## src/iq2_pkg.sv

```systemverilog
`timescale 1ns / 1ps
`default_nettype none

package iq2_pkg;

	localparam int HALF_TAPS = 9;
	localparam int DEPTH     = 2 * HALF_TAPS;
	localparam int K_W       = $clog2(HALF_TAPS);
	localparam int PEND_W    = $clog2(HALF_TAPS + 1);
	localparam int CNT_W     = 5;
	localparam int SAMPLE_W  = 16;
	localparam int OUT_W     = 12;
	localparam int COEF_W    = 16;
	localparam int SUM_W     = SAMPLE_W + 1;
	localparam int PROD_W    = COEF_W + SUM_W;
	localparam int ACC_W     = PROD_W + 1;
	localparam int ACC_SHIFT = 19;
	localparam int COEF_IDX_W = 4;

	localparam logic [CNT_W-1:0] CNT_MAX = '1;

	typedef logic signed [SAMPLE_W-1:0] sample_t;
	typedef logic signed [OUT_W-1:0]    dac_t;
	typedef logic signed [ACC_W-1:0]    acc_t;
	typedef logic signed [COEF_W-1:0]   coef_t;

	typedef enum logic [2:0] {
		S_IDLE,
		S_PUSH0,
		S_LOAD,
		S_MAC,
		S_EVEN,
		S_ODD
	} state_t;

	typedef struct packed {
		logic           load;
		logic           step;
		logic [K_W-1:0] tap;
	} mac_ctrl_t;

	// center-outward half of the symmetric half-band kernel, scaled by 2^15
	function automatic coef_t coef(input logic [COEF_IDX_W-1:0] idx);
		coef_t c;
		case (idx)
			4'd0:    c = 16'sd20459;
			4'd1:    c = -16'sd5833;
			4'd2:    c = 16'sd2547;
			4'd3:    c = -16'sd1115;
			4'd4:    c = 16'sd439;
			4'd5:    c = -16'sd146;
			4'd6:    c = 16'sd38;
			4'd7:    c = -16'sd7;
			4'd8:    c = 16'sd1;
			default: c = 16'sd0;
		endcase
		return c;
	endfunction

endpackage

`default_nettype wire

```

## src/iq_interpolate_by_two.sv

```systemverilog
`timescale 1ns / 1ps
`default_nettype none

// 2x interpolator for bursts of 16-bit complex I/Q samples into 12-bit DAC codes.
// Each sample takes one transaction on the input; pairs come out HALF_TAPS
// samples later, even (sample >> 4) first, then the half-band midpoint. The
// input is not ready while a pair is computed and delivered. One dual-lane
// multiply-accumulate unit is stepped over the HALF_TAPS coefficient pairs for
// every pair; an item that emits nothing and is not the last of a burst leaves
// the input ready for the next sample. The last sample of a burst then flushes
// min(count, HALF_TAPS) pairs, marks the final midpoint with burst_end and
// returns the history to zero.
module iq_interpolate_by_two
	import iq2_pkg::*;
(
	input  wire logic    clk,
	input  wire logic    arst_n,
	input  wire logic    in_valid,
	output logic         in_ready,
	input  wire sample_t in_i,
	input  wire sample_t in_q,
	input  wire logic    is_last,
	output logic         out_valid,
	input  wire logic    out_ready,
	output dac_t         out_i,
	output dac_t         out_q,
	output logic         is_odd,
	output logic         burst_end
);

	state_t              state_q, state_nxt;
	sample_t             hist_i_q [DEPTH];
	sample_t             hist_q_q [DEPTH];
	logic [CNT_W-1:0]    cnt_q;
	logic [PEND_W-1:0]   pend_q;
	logic                fin_q;
	logic [K_W-1:0]      tap_q;

	logic                in_fire, out_fire;
	logic                emit;
	logic [CNT_W:0]      before_p1;
	logic [PEND_W-1:0]   flush_n;
	logic                push_in, push_zero, clear_hist;
	mac_ctrl_t           mac_ctrl;
	dac_t                mid_i, mid_q;

	assign in_fire   = in_valid && in_ready;
	assign out_fire  = out_valid && out_ready;
	assign emit      = cnt_q >= CNT_W'(HALF_TAPS);
	assign before_p1 = {1'b0, cnt_q} + (CNT_W+1)'(1);
	assign flush_n   = (before_p1 > (CNT_W+1)'(HALF_TAPS)) ? PEND_W'(HALF_TAPS)
	                                                        : PEND_W'(before_p1);

	iq2_mac u_mac (
		.clk    (clk),
		.ctrl   (mac_ctrl),
		.hist_i (hist_i_q),
		.hist_q (hist_q_q),
		.mid_i  (mid_i),
		.mid_q  (mid_q)
	);

	// next state
	always_comb begin
		state_nxt = state_q;
		case (state_q)
			S_IDLE: begin
				if (in_fire) begin
					if (emit)
						state_nxt = S_LOAD;
					else if (is_last)
						state_nxt = S_PUSH0;
				end
			end
			S_PUSH0: state_nxt = S_LOAD;
			S_LOAD:  state_nxt = S_MAC;
			S_MAC: begin
				if (tap_q == K_W'(HALF_TAPS - 1))
					state_nxt = S_EVEN;
			end
			S_EVEN: begin
				if (out_ready)
					state_nxt = S_ODD;
			end
			S_ODD: begin
				if (out_ready)
					state_nxt = (pend_q != '0) ? S_PUSH0 : S_IDLE;
			end
			default: state_nxt = S_IDLE;
		endcase
	end

	// outputs
	always_comb begin
		in_ready      = 1'b0;
		out_valid     = 1'b0;
		is_odd        = 1'b0;
		burst_end     = 1'b0;
		out_i         = hist_i_q[HALF_TAPS-1][SAMPLE_W-1:SAMPLE_W-OUT_W];
		out_q         = hist_q_q[HALF_TAPS-1][SAMPLE_W-1:SAMPLE_W-OUT_W];
		push_in       = 1'b0;
		push_zero     = 1'b0;
		clear_hist    = 1'b0;
		mac_ctrl.load = 1'b0;
		mac_ctrl.step = 1'b0;
		mac_ctrl.tap  = tap_q;
		case (state_q)
			S_IDLE: begin
				in_ready = 1'b1;
				push_in  = in_valid;
			end
			S_PUSH0: push_zero = 1'b1;
			S_LOAD:  mac_ctrl.load = 1'b1;
			S_MAC:   mac_ctrl.step = 1'b1;
			S_EVEN:  out_valid = 1'b1;
			S_ODD: begin
				out_valid  = 1'b1;
				is_odd     = 1'b1;
				burst_end  = fin_q;
				out_i      = mid_i;
				out_q      = mid_q;
				clear_hist = out_ready && fin_q;
			end
			default: ;
		endcase
	end

	always_ff @(posedge clk or negedge arst_n) begin
		if (!arst_n) begin
			state_q <= S_IDLE;
			cnt_q   <= '0;
			pend_q  <= '0;
			fin_q   <= 1'b0;
			tap_q   <= '0;
		end else begin
			state_q <= state_nxt;
			if (in_fire) begin
				cnt_q  <= (cnt_q == CNT_MAX) ? CNT_MAX : cnt_q + CNT_W'(1);
				pend_q <= is_last ? flush_n : '0;
				fin_q  <= 1'b0;
			end
			if (push_zero) begin
				pend_q <= pend_q - PEND_W'(1);
				fin_q  <= (pend_q == PEND_W'(1));
			end
			if (mac_ctrl.load)
				tap_q <= '0;
			else if (mac_ctrl.step)
				tap_q <= tap_q + K_W'(1);
			if (clear_hist) begin
				cnt_q <= '0;
				fin_q <= 1'b0;
			end
		end
	end

	// history line: entry DEPTH-1 is the newest sample
	always_ff @(posedge clk or negedge arst_n) begin
		if (!arst_n) begin
			for (int t = 0; t < DEPTH; t++) begin
				hist_i_q[t] <= '0;
				hist_q_q[t] <= '0;
			end
		end else if (clear_hist) begin
			for (int t = 0; t < DEPTH; t++) begin
				hist_i_q[t] <= '0;
				hist_q_q[t] <= '0;
			end
		end else if (push_in || push_zero) begin
			for (int t = 0; t < DEPTH - 1; t++) begin
				hist_i_q[t] <= hist_i_q[t+1];
				hist_q_q[t] <= hist_q_q[t+1];
			end
			hist_i_q[DEPTH-1] <= push_in ? in_i : '0;
			hist_q_q[DEPTH-1] <= push_in ? in_q : '0;
		end
	end

	a_no_overlap: assert property (@(posedge clk) disable iff (!arst_n)
		!(in_ready && out_valid))
		else $error("input ready while a result is pending");

	a_end_clears: assert property (@(posedge clk) disable iff (!arst_n)
		(out_fire && burst_end) |=> (cnt_q == '0 && pend_q == '0))
		else $error("burst state not cleared after final output");

	a_end_is_odd: assert property (@(posedge clk) disable iff (!arst_n)
		(out_valid && burst_end) |-> (is_odd && pend_q == '0))
		else $error("burst_end on an even output or with pairs pending");

	a_pend_bound: assert property (@(posedge clk) disable iff (!arst_n)
		pend_q <= PEND_W'(HALF_TAPS))
		else $error("flush count above HALF_TAPS");

endmodule

`default_nettype wire

```

## src/iq2_mac.sv

```systemverilog
`timescale 1ns / 1ps
`default_nettype none

module iq2_mac
	import iq2_pkg::*;
(
	input  wire logic      clk,
	input  wire mac_ctrl_t ctrl,
	input  wire sample_t   hist_i [DEPTH],
	input  wire sample_t   hist_q [DEPTH],
	output dac_t           mid_i,
	output dac_t           mid_q
);

	// lo lines walk outward from the center toward older samples, hi lines toward newer
	sample_t lo_i_q [HALF_TAPS];
	sample_t hi_i_q [HALF_TAPS];
	sample_t lo_q_q [HALF_TAPS];
	sample_t hi_q_q [HALF_TAPS];
	acc_t    acc_i_q;
	acc_t    acc_q_q;

	logic signed [SUM_W-1:0]  sum_i, sum_q;
	logic signed [PROD_W-1:0] prod_i, prod_q;
	coef_t                    c;

	always_comb begin
		c      = coef(COEF_IDX_W'(ctrl.tap));
		sum_i  = SUM_W'(lo_i_q[0]) + SUM_W'(hi_i_q[0]);
		sum_q  = SUM_W'(lo_q_q[0]) + SUM_W'(hi_q_q[0]);
		prod_i = PROD_W'(c) * PROD_W'(sum_i);
		prod_q = PROD_W'(c) * PROD_W'(sum_q);
	end

	always_ff @(posedge clk) begin
		if (ctrl.load) begin
			for (int j = 0; j < HALF_TAPS; j++) begin
				lo_i_q[j] <= hist_i[HALF_TAPS-1-j];
				hi_i_q[j] <= hist_i[HALF_TAPS+j];
				lo_q_q[j] <= hist_q[HALF_TAPS-1-j];
				hi_q_q[j] <= hist_q[HALF_TAPS+j];
			end
			acc_i_q <= '0;
			acc_q_q <= '0;
		end else if (ctrl.step) begin
			for (int j = 0; j < HALF_TAPS - 1; j++) begin
				lo_i_q[j] <= lo_i_q[j+1];
				hi_i_q[j] <= hi_i_q[j+1];
				lo_q_q[j] <= lo_q_q[j+1];
				hi_q_q[j] <= hi_q_q[j+1];
			end
			lo_i_q[HALF_TAPS-1] <= '0;
			hi_i_q[HALF_TAPS-1] <= '0;
			lo_q_q[HALF_TAPS-1] <= '0;
			hi_q_q[HALF_TAPS-1] <= '0;
			acc_i_q <= acc_i_q + ACC_W'(prod_i);
			acc_q_q <= acc_q_q + ACC_W'(prod_q);
		end
	end

	// arithmetic shift right then wrap: a plain bit slice
	assign mid_i = acc_i_q[ACC_SHIFT+OUT_W-1:ACC_SHIFT];
	assign mid_q = acc_q_q[ACC_SHIFT+OUT_W-1:ACC_SHIFT];

endmodule

`default_nettype wire
```

## config.mk

```make
export PLATFORM = sky130hd
export DESIGN_NAME = iq_interpolate_by_two
export DESIGN_NICKNAME = d
export VERILOG_FILES = /design/src/iq2_pkg.sv /design/src/iq_interpolate_by_two.sv /design/src/iq2_mac.sv
export SDC_FILE = /design/constraint.sdc
export NUM_CORES = 2
export LEC_CHECK = 0
export ABC_AREA = 1
export BUFFER_PORTS_ARGS = -buffer_cell sky130_fd_sc_hd__clkbuf_2
export CELL_PAD_IN_SITES_DETAIL_PLACEMENT = 2
export CELL_PAD_IN_SITES_GLOBAL_PLACEMENT = 2
export CORE_MARGIN = 2
export CORE_UTILIZATION = 43
export CTS_CLUSTER_SIZE = 8
export DETAILED_ROUTE_END_ITERATION = 7
export HOLD_SLACK_MARGIN = 0.15
export PLACE_DENSITY_LB_ADDON = 0.1
export SKIP_CTS_REPAIR_TIMING = 1
export SYNTH_ARGS = -nofsm -noshare
export SYNTH_HDL_FRONTEND = slang
export SYNTH_SLANG_ARGS = --single-unit
```

## constraint.sdc

```tcl
create_clock -name clk -period 16.7 [get_ports clk]
set_input_delay 1.67 -clock clk [delete_from_list [all_inputs] [get_ports clk]]
set_output_delay 1.67 -clock clk [all_outputs]
set_load 0.05 [all_outputs]
```

**Word level (Yosys, flattened, before mapping)**

Memory sizes are Yosys's and may differ from the RTL's.
Cells that the tools add are included.

- Latch bits: 0
- Register bits after elaboration: 661
- Memories kept: 5
- Output and inout port bits: 28
- Memory bits (read-only): 256
- RAM bits: 576

Memory list:

| name | depth | width | read ports | clocked after memory_dff | write ports | RTL line | text |
|---|---|---|---|---|---|---|---|
| (no name shown) | 16 | 16 | 1 | 0 | 0 | iq2_pkg.sv:45 | `case (idx)` |
| u_mac.hi_i_q | 9 | 16 | 9 | 0 | 9 | iq2_mac.sv:17 | `sample_t hi_i_q [HALF_TAPS];` |
| u_mac.hi_q_q | 9 | 16 | 9 | 0 | 9 | iq2_mac.sv:19 | `sample_t hi_q_q [HALF_TAPS];` |
| u_mac.lo_i_q | 9 | 16 | 9 | 0 | 9 | iq2_mac.sv:16 | `sample_t lo_i_q [HALF_TAPS];` |
| u_mac.lo_q_q | 9 | 16 | 9 | 0 | 9 | iq2_mac.sv:18 | `sample_t lo_q_q [HALF_TAPS];` |

- Muxes and demuxes: 78
- Div/mod/pow operators: 0
- Add/subtract/negate cells: 8
- Bitwise gates (word level): 36
- Reduce and logical (&&, ||, !) cells: 12
- $lt $le $gt $ge: 2
- Shifts and indexed selects: 0
- Eq/ne operators: 13
- Multipliers: 2

Operators by type and width:

| kind | count |
|---|---|
| $mux W288 | 4 |
| $mux W16 | 38 |
| $add A34 B33 Y34 | 2 |
| $mul A16 B17 Y33 | 2 |
| $or A1 B1 Y1 | 36 |
| $add A16 B16 Y17 | 2 |
| $mux W12 | 2 |
| $mux W4 | 6 |
| $mux W1 | 18 |
| $mux W3 | 6 |
| $pmux W3 S6 | 1 |
| $mux W5 | 3 |
| $ne A2 B2 Y1 const B | 4 |
| $reduce_bool A2 Y1 | 4 |
| $add A5 B1 Y6 const B | 1 |
| $eq A3 B2 Y1 const B | 2 |
| $eq A3 B3 Y1 const B | 2 |
| $gt A6 B4 Y1 const B | 1 |
| $add A5 B1 Y5 const B | 1 |
| $eq A5 B5 Y1 const B | 1 |
| $ge A5 B4 Y1 const B | 1 |
| $reduce_and A5 Y1 | 1 |
| $add A4 B1 Y4 const B | 1 |
| $eq A4 B1 Y1 const B | 1 |
| other kinds (10) | 11 |

**Longest topological paths before layout**

- Depth in word-level cells: 6
- Mapped depth: 43

**Hierarchy**

From an unflattened synthesis, not the netlist that was laid out.

- Cells, all modules: 7,722
- Area, all modules: 72,170.5 µm²

Modules (own cells, without submodules):

| module | times used | cells each | area an instance (µm²) |
|---|---|---|---|
| iq2_mac | 1 | 5,596 | 49,672.6 |
| iq_interpolate_by_two | 1 | 2,126 | 22,497.8 |

**Least setup slack after synthesis**

No wires, ideal clock.

- Kind: flip-flop to flip-flop
- From: register state_q[2]
- To: register tap_q[0]
- Slack: 3.836 ns
- Data arrival time: 12.225 ns
- Period minus slack after synthesis: 12.864 ns
- Path buffers: 1
- Stages on the path, launching flop included: 6
- Cells stage by stage: dfrtp_1 > buf_4 > inv_2 > nand2_1 > inv_1 > o21ai_0

- Word-level cells in the longest chain between the ends: 3
- Elaborated cells between the ends (all ways): 6
- Classes of those cells: eq/ne (2); mux (3); reduce/logical (1)

RTL lines:

| element | RTL line | text |
|---|---|---|
| from (decl) | iq_interpolate_by_two.sv:31 | `state_t state_q, state_nxt;` |
| from (signal assigned) | iq_interpolate_by_two.sv:136 | `state_q <= state_nxt;` |
| $eq A3 B2 Y1 | iq_interpolate_by_two.sv:107 | `case (state_q)` |
| $mux W1 | iq_interpolate_by_two.sv:107 |  |
| $mux W4 / $reduce_bool A2 Y1 (equally long branches) | -- |  |
| to (signal assigned) | iq_interpolate_by_two.sv:149 | `tap_q <= tap_q + K_W'(1);` |
| to (decl) | iq_interpolate_by_two.sv:37 | `logic [K_W-1:0] tap_q;` |

Several ways; a longest one is shown, not always the timed one.
A chain may end at the register's enable or synchronous reset.

**Worst setup path in the final report**

- From: register tap_q[0]
- To: register u_mac.acc_i_q[27]

- Word-level cells in the longest chain between the ends: 3

RTL lines:

| element | RTL line | text |
|---|---|---|
| $mem_v2 Z16 W16 | -- |  |
| $mul A16 B17 Y33 | iq2_mac.sv:31 | `prod_i = PROD_W'(c) * PROD_W'(sum_i);` |
| $add A34 B33 Y34 | iq2_mac.sv:56 | `acc_i_q <= acc_i_q + ACC_W'(prod_i);` |
| to (signal assigned) | iq2_mac.sv:56 |  |
| to (decl) | iq2_mac.sv:20 | `acc_t acc_i_q;` |

Every way passes these cells.

==> run metrics <==
CP max-delay cell clkinv_1; CTS tree built; Worst-Margin Slew approximately 1.1 ns; vias in the first global route 58,330; YS warnings 0; CTS root buf clkbuf_16; via-per-instance ratio between 5 and 6; library cells used by synthesis between 60 and 70; cts bufs inserted 175; max incr delay on CP 1.09 ns; global-route usage over all layers 0.2538; GP Congestion 0.8624; routed vias 50,270; Req. time, crit path 17.40 ns; CP Class reg -> reg; Post-Syn Nets 8,020; HPWL Detailed 141,400 microns; ys flop type dfrtp_1; post-layout minimum cycle time 8.430 ns; register area share after synthesis 0.4699; total wire length 209,400 microns; Async S/R FF share, synth 0.4817; grt total ovfl 0; DRT iter0 DRCs 2,688; Critical path buffers and inverters 8; Post-Syn Area per Cell slightly below 10 sq um; Area Growth Syn to Fin 10.49%; Die ar. ~170,000 sq um; fill count ~17,000; first-pass GRT wire length around 340,000 microns; worst hold path class reg -> reg; Synth Instances just over 7,000; number of flops mapped to enable cells by yosys 576; Final Util 0.4773; CP most frequent cell inv_1; Arrival @ worst endpoint 9.13 ns; WL/cell 22.11 microns; hold path startpoint u_mac.acc_i_q[8]$_SDFFE_PP0N_; DRT Pass-1 Iters 5; nets@finish 7,997; relative slew slack 0.2696; Maximum Capacitance Violations 0; remaining routing DRC violations 0; Max clock buf depth 3; largest net degree at the start of global routing 195; crit path max fanout 26; Clock Skews 0.07256 ns; Die Ht 410.4 microns; endpoints failing setup 0; # IOs between 60 and 70; Hold Vio Cnt, Final 0; status completed; antenna violations before repair 6; clock net sink count approximately 1,200; Top delay family on crit path adder cells; Worst R2R Start tap_q[0]$_DFFE_PN0P_; DRT antenna net count 0; Horiz. Die Dim between 400 and 500 microns; final period utilization 0.5048; cell area after synthesis slightly above 70,000 sq um; Setup crit end kind flop; # port buffers 64; Final TNS setup 0 ns; Initial Util 0.4320; maximum clock frequency between 0.1 and 0.15 GHz; max-slew violations 0; Clk pin slew, worst setup/hold paths 0.06 ns; Critical Path Start Type flop; clk_lat worst skew roughly 0.83 ns; Worst Setup SP tap_q[0]$_DFFE_PN0P_; core area 164,400 sq um; #FFs+latches synth 1,231; H-tree levels 4; unrepaired setup endpoints after global routing false; Rows 149; layout cells sized above 1 0.05962
[worst reg2reg max path, delay by kind of cell, from the launching register on]
kind / cells / cell delay, ns
flip-flops: 1 / 0.41
AND/OR/NAND/NOR: 9 / 2.10
AO/OA/AOI/OAI: 3 / 0.53
adder cells (fa/ha/maj): 8 / 3.66
buffers and inverters: 8 / 1.60
[layout by cell type (no fill, tap or decap), types with 10 or more instances in the layout]
| cell | synthesis | layout |
|---|---|---|
| inv_1 | 1552 | 1549 |
| nand2_1 | 1032 | 1032 |
| o21ai_0 | 670 | 670 |
| dfrtp_1 | 593 | 593 |
| fa_1 | 576 | 576 |
| edfxtp_1 | 576 | 576 |
| o22ai_1 | 534 | 534 |
| nor2_1 | 466 | 461 |
| ha_1 | 244 | 244 |
| clkbuf_16 | 0 | 175 |
| nand3_1 | 120 | 120 |
| clkbuf_1 | 134 | 115 |
| a21oi_1 | 113 | 113 |
| clkbuf_2 | 0 | 63 |
| dfxtp_1 | 62 | 62 |
| buf_4 | 36 | 53 |
| inv_2 | 31 | 31 |
| xnor2_1 | 28 | 28 |
| xor2_1 | 26 | 26 |
| o21bai_1 | 19 | 19 |
| nor3_1 | 19 | 18 |
| a21o_1 | 17 | 17 |
| nand4_1 | 16 | 16 |
| o211ai_1 | 16 | 16 |
| nand2_2 | 14 | 14 |
| clkinv_1 | 8 | 13 |
| clkinv_16 | 0 | 12 |
| or2_2 | 11 | 11 |
| nand3_2 | 10 | 10 |
[synth_stat cells (3+ instances only)]
cell type | instances | area share
fa_1 | 576 | 0.16
nand2_1 | 1032 | 0.055
nand3_1 | 120 | 0.0085
buf_2 | 129 | 0.0091
o22ai_1 | 534 | 0.047
o21bai_1 | 19 | 0.0020
clkinv_1 | 8 | 0.00042
xnor2_1 | 28 | 0.0035
edfxtp_1 | 576 | 0.24
or2_1 | 8 | 0.00070
a21oi_2 | 4 | 0.00049
clkbuf_1 | 134 | 0.0071
or2_2 | 11 | 0.00097
nor2_2 | 3 | 0.00026
buf_4 | 36 | 0.0038
o21ai_0 | 670 | 0.047
xor2_1 | 26 | 0.0032
inv_2 | 31 | 0.0016
dfxtp_1 | 62 | 0.017
dfrtp_1 | 593 | 0.21
o21ai_2 | 7 | 0.00086
inv_1 | 1552 | 0.082
a21oi_1 | 113 | 0.0080
a31o_2 | 8 | 0.00099
buf_1 | 19 | 0.0010
nand2_4 | 5 | 0.00079
a21o_1 | 17 | 0.0018
ha_1 | 244 | 0.043
a22o_1 | 4 | 0.00049
buf_6 | 5 | 0.00079
nand3_2 | 10 | 0.0014
nand4_1 | 16 | 0.0014
o221ai_1 | 5 | 0.00062
a31oi_1 | 6 | 0.00053
o211ai_1 | 16 | 0.0017
nor2_1 | 466 | 0.025
o21ai_1 | 5 | 0.00035
nor3_1 | 19 | 0.0013
nand2_2 | 14 | 0.0012
[final cells by class]
cell class,count,area (sq um),share of cell area
Multi-Input combinational cell,4018,30180,0.3845
Clock buffer,292,4838,0.06165
Tap cell,2189,2739,0.03490
Timing Repair Buffer,123,848.3,0.01081
Clock inverter,24,510.5,0.006505
Sequential cell,1231,33380,0.4253
Antenna cell,1,2.502,0.00003189
Inverter,1591,5987,0.07629
[kinds of logic after synthesis]
family,synth area share
DFF,0.4699
AOI/OAI and AO/OA,0.1140
xor gates and xnor gates,0.007345
buffers and inverters,0.1058
adders and majority gates,0.2053
and+or+nand+nor,0.09759
[final timing paths]
| kind | end | slack [ns] | depth (start not counted) |
|---|---|---|---|
| min | u_mac.acc_i_q[8]$_SDFFE_PP0N_ | 0.48 | 2 |
| max reg2reg | u_mac.acc_i_q[27]$_SDFFE_PP0N_ | 8.27 | 28 |
| min reg2reg | u_mac.acc_i_q[8]$_SDFFE_PP0N_ | 0.48 | 2 |
| max in group asynchronous | hist_i_q[101]$_DFFE_PN0P_ | 12.82 | 4 |
| min in group asynchronous | hist_q_q[28]$_DFFE_PN0P_ | 0.89 | 1 |
| max | u_mac.acc_i_q[27]$_SDFFE_PP0N_ | 8.27 | 28 |
[layer usage]
layer	vias up	global-route usage	wire length, microns
li1	22820	-	-
met1	26480	0.3314	91220
met2	689	0.4485	107700
met3	280	0.03015	5972
met4	2	0.06244	4484
met5	-	0	13
[per-stage QoR]
step | area (sq um) | hold slack [ns] | setup WS, ns | instances
after global placement | 73130 | 0.4539 | 8.744 | 9152
after floorplan | 71030 | 0.4326 | 3.836 | 7163
final | 78480 | 0.4763 | 8.270 | 9469
after detailed placement | 73130 | 0.4710 | 8.352 | 9152
after global routing | 78480 | 0.4978 | 7.737 | 9469
after CTS | 78480 | 0.4764 | 8.291 | 9468
[state kept, by name, summed over array words and instances (netlist names), 5 cells and up]
| register | cells |
|---|---|
| cnt_q | 5 |
| u_mac.hi_q_q | 144 |
| hist_i_q | 288 |
| u_mac.lo_i_q | 144 |
| u_mac.hi_i_q | 144 |
| hist_q_q | 288 |
| u_mac.acc_i_q | 31 |
| u_mac.lo_q_q | 144 |
| u_mac.acc_q_q | 31 |
Power is not shown: default switching activity piles up to over one toggle a cycle in this logic, so the estimate is an artifact.
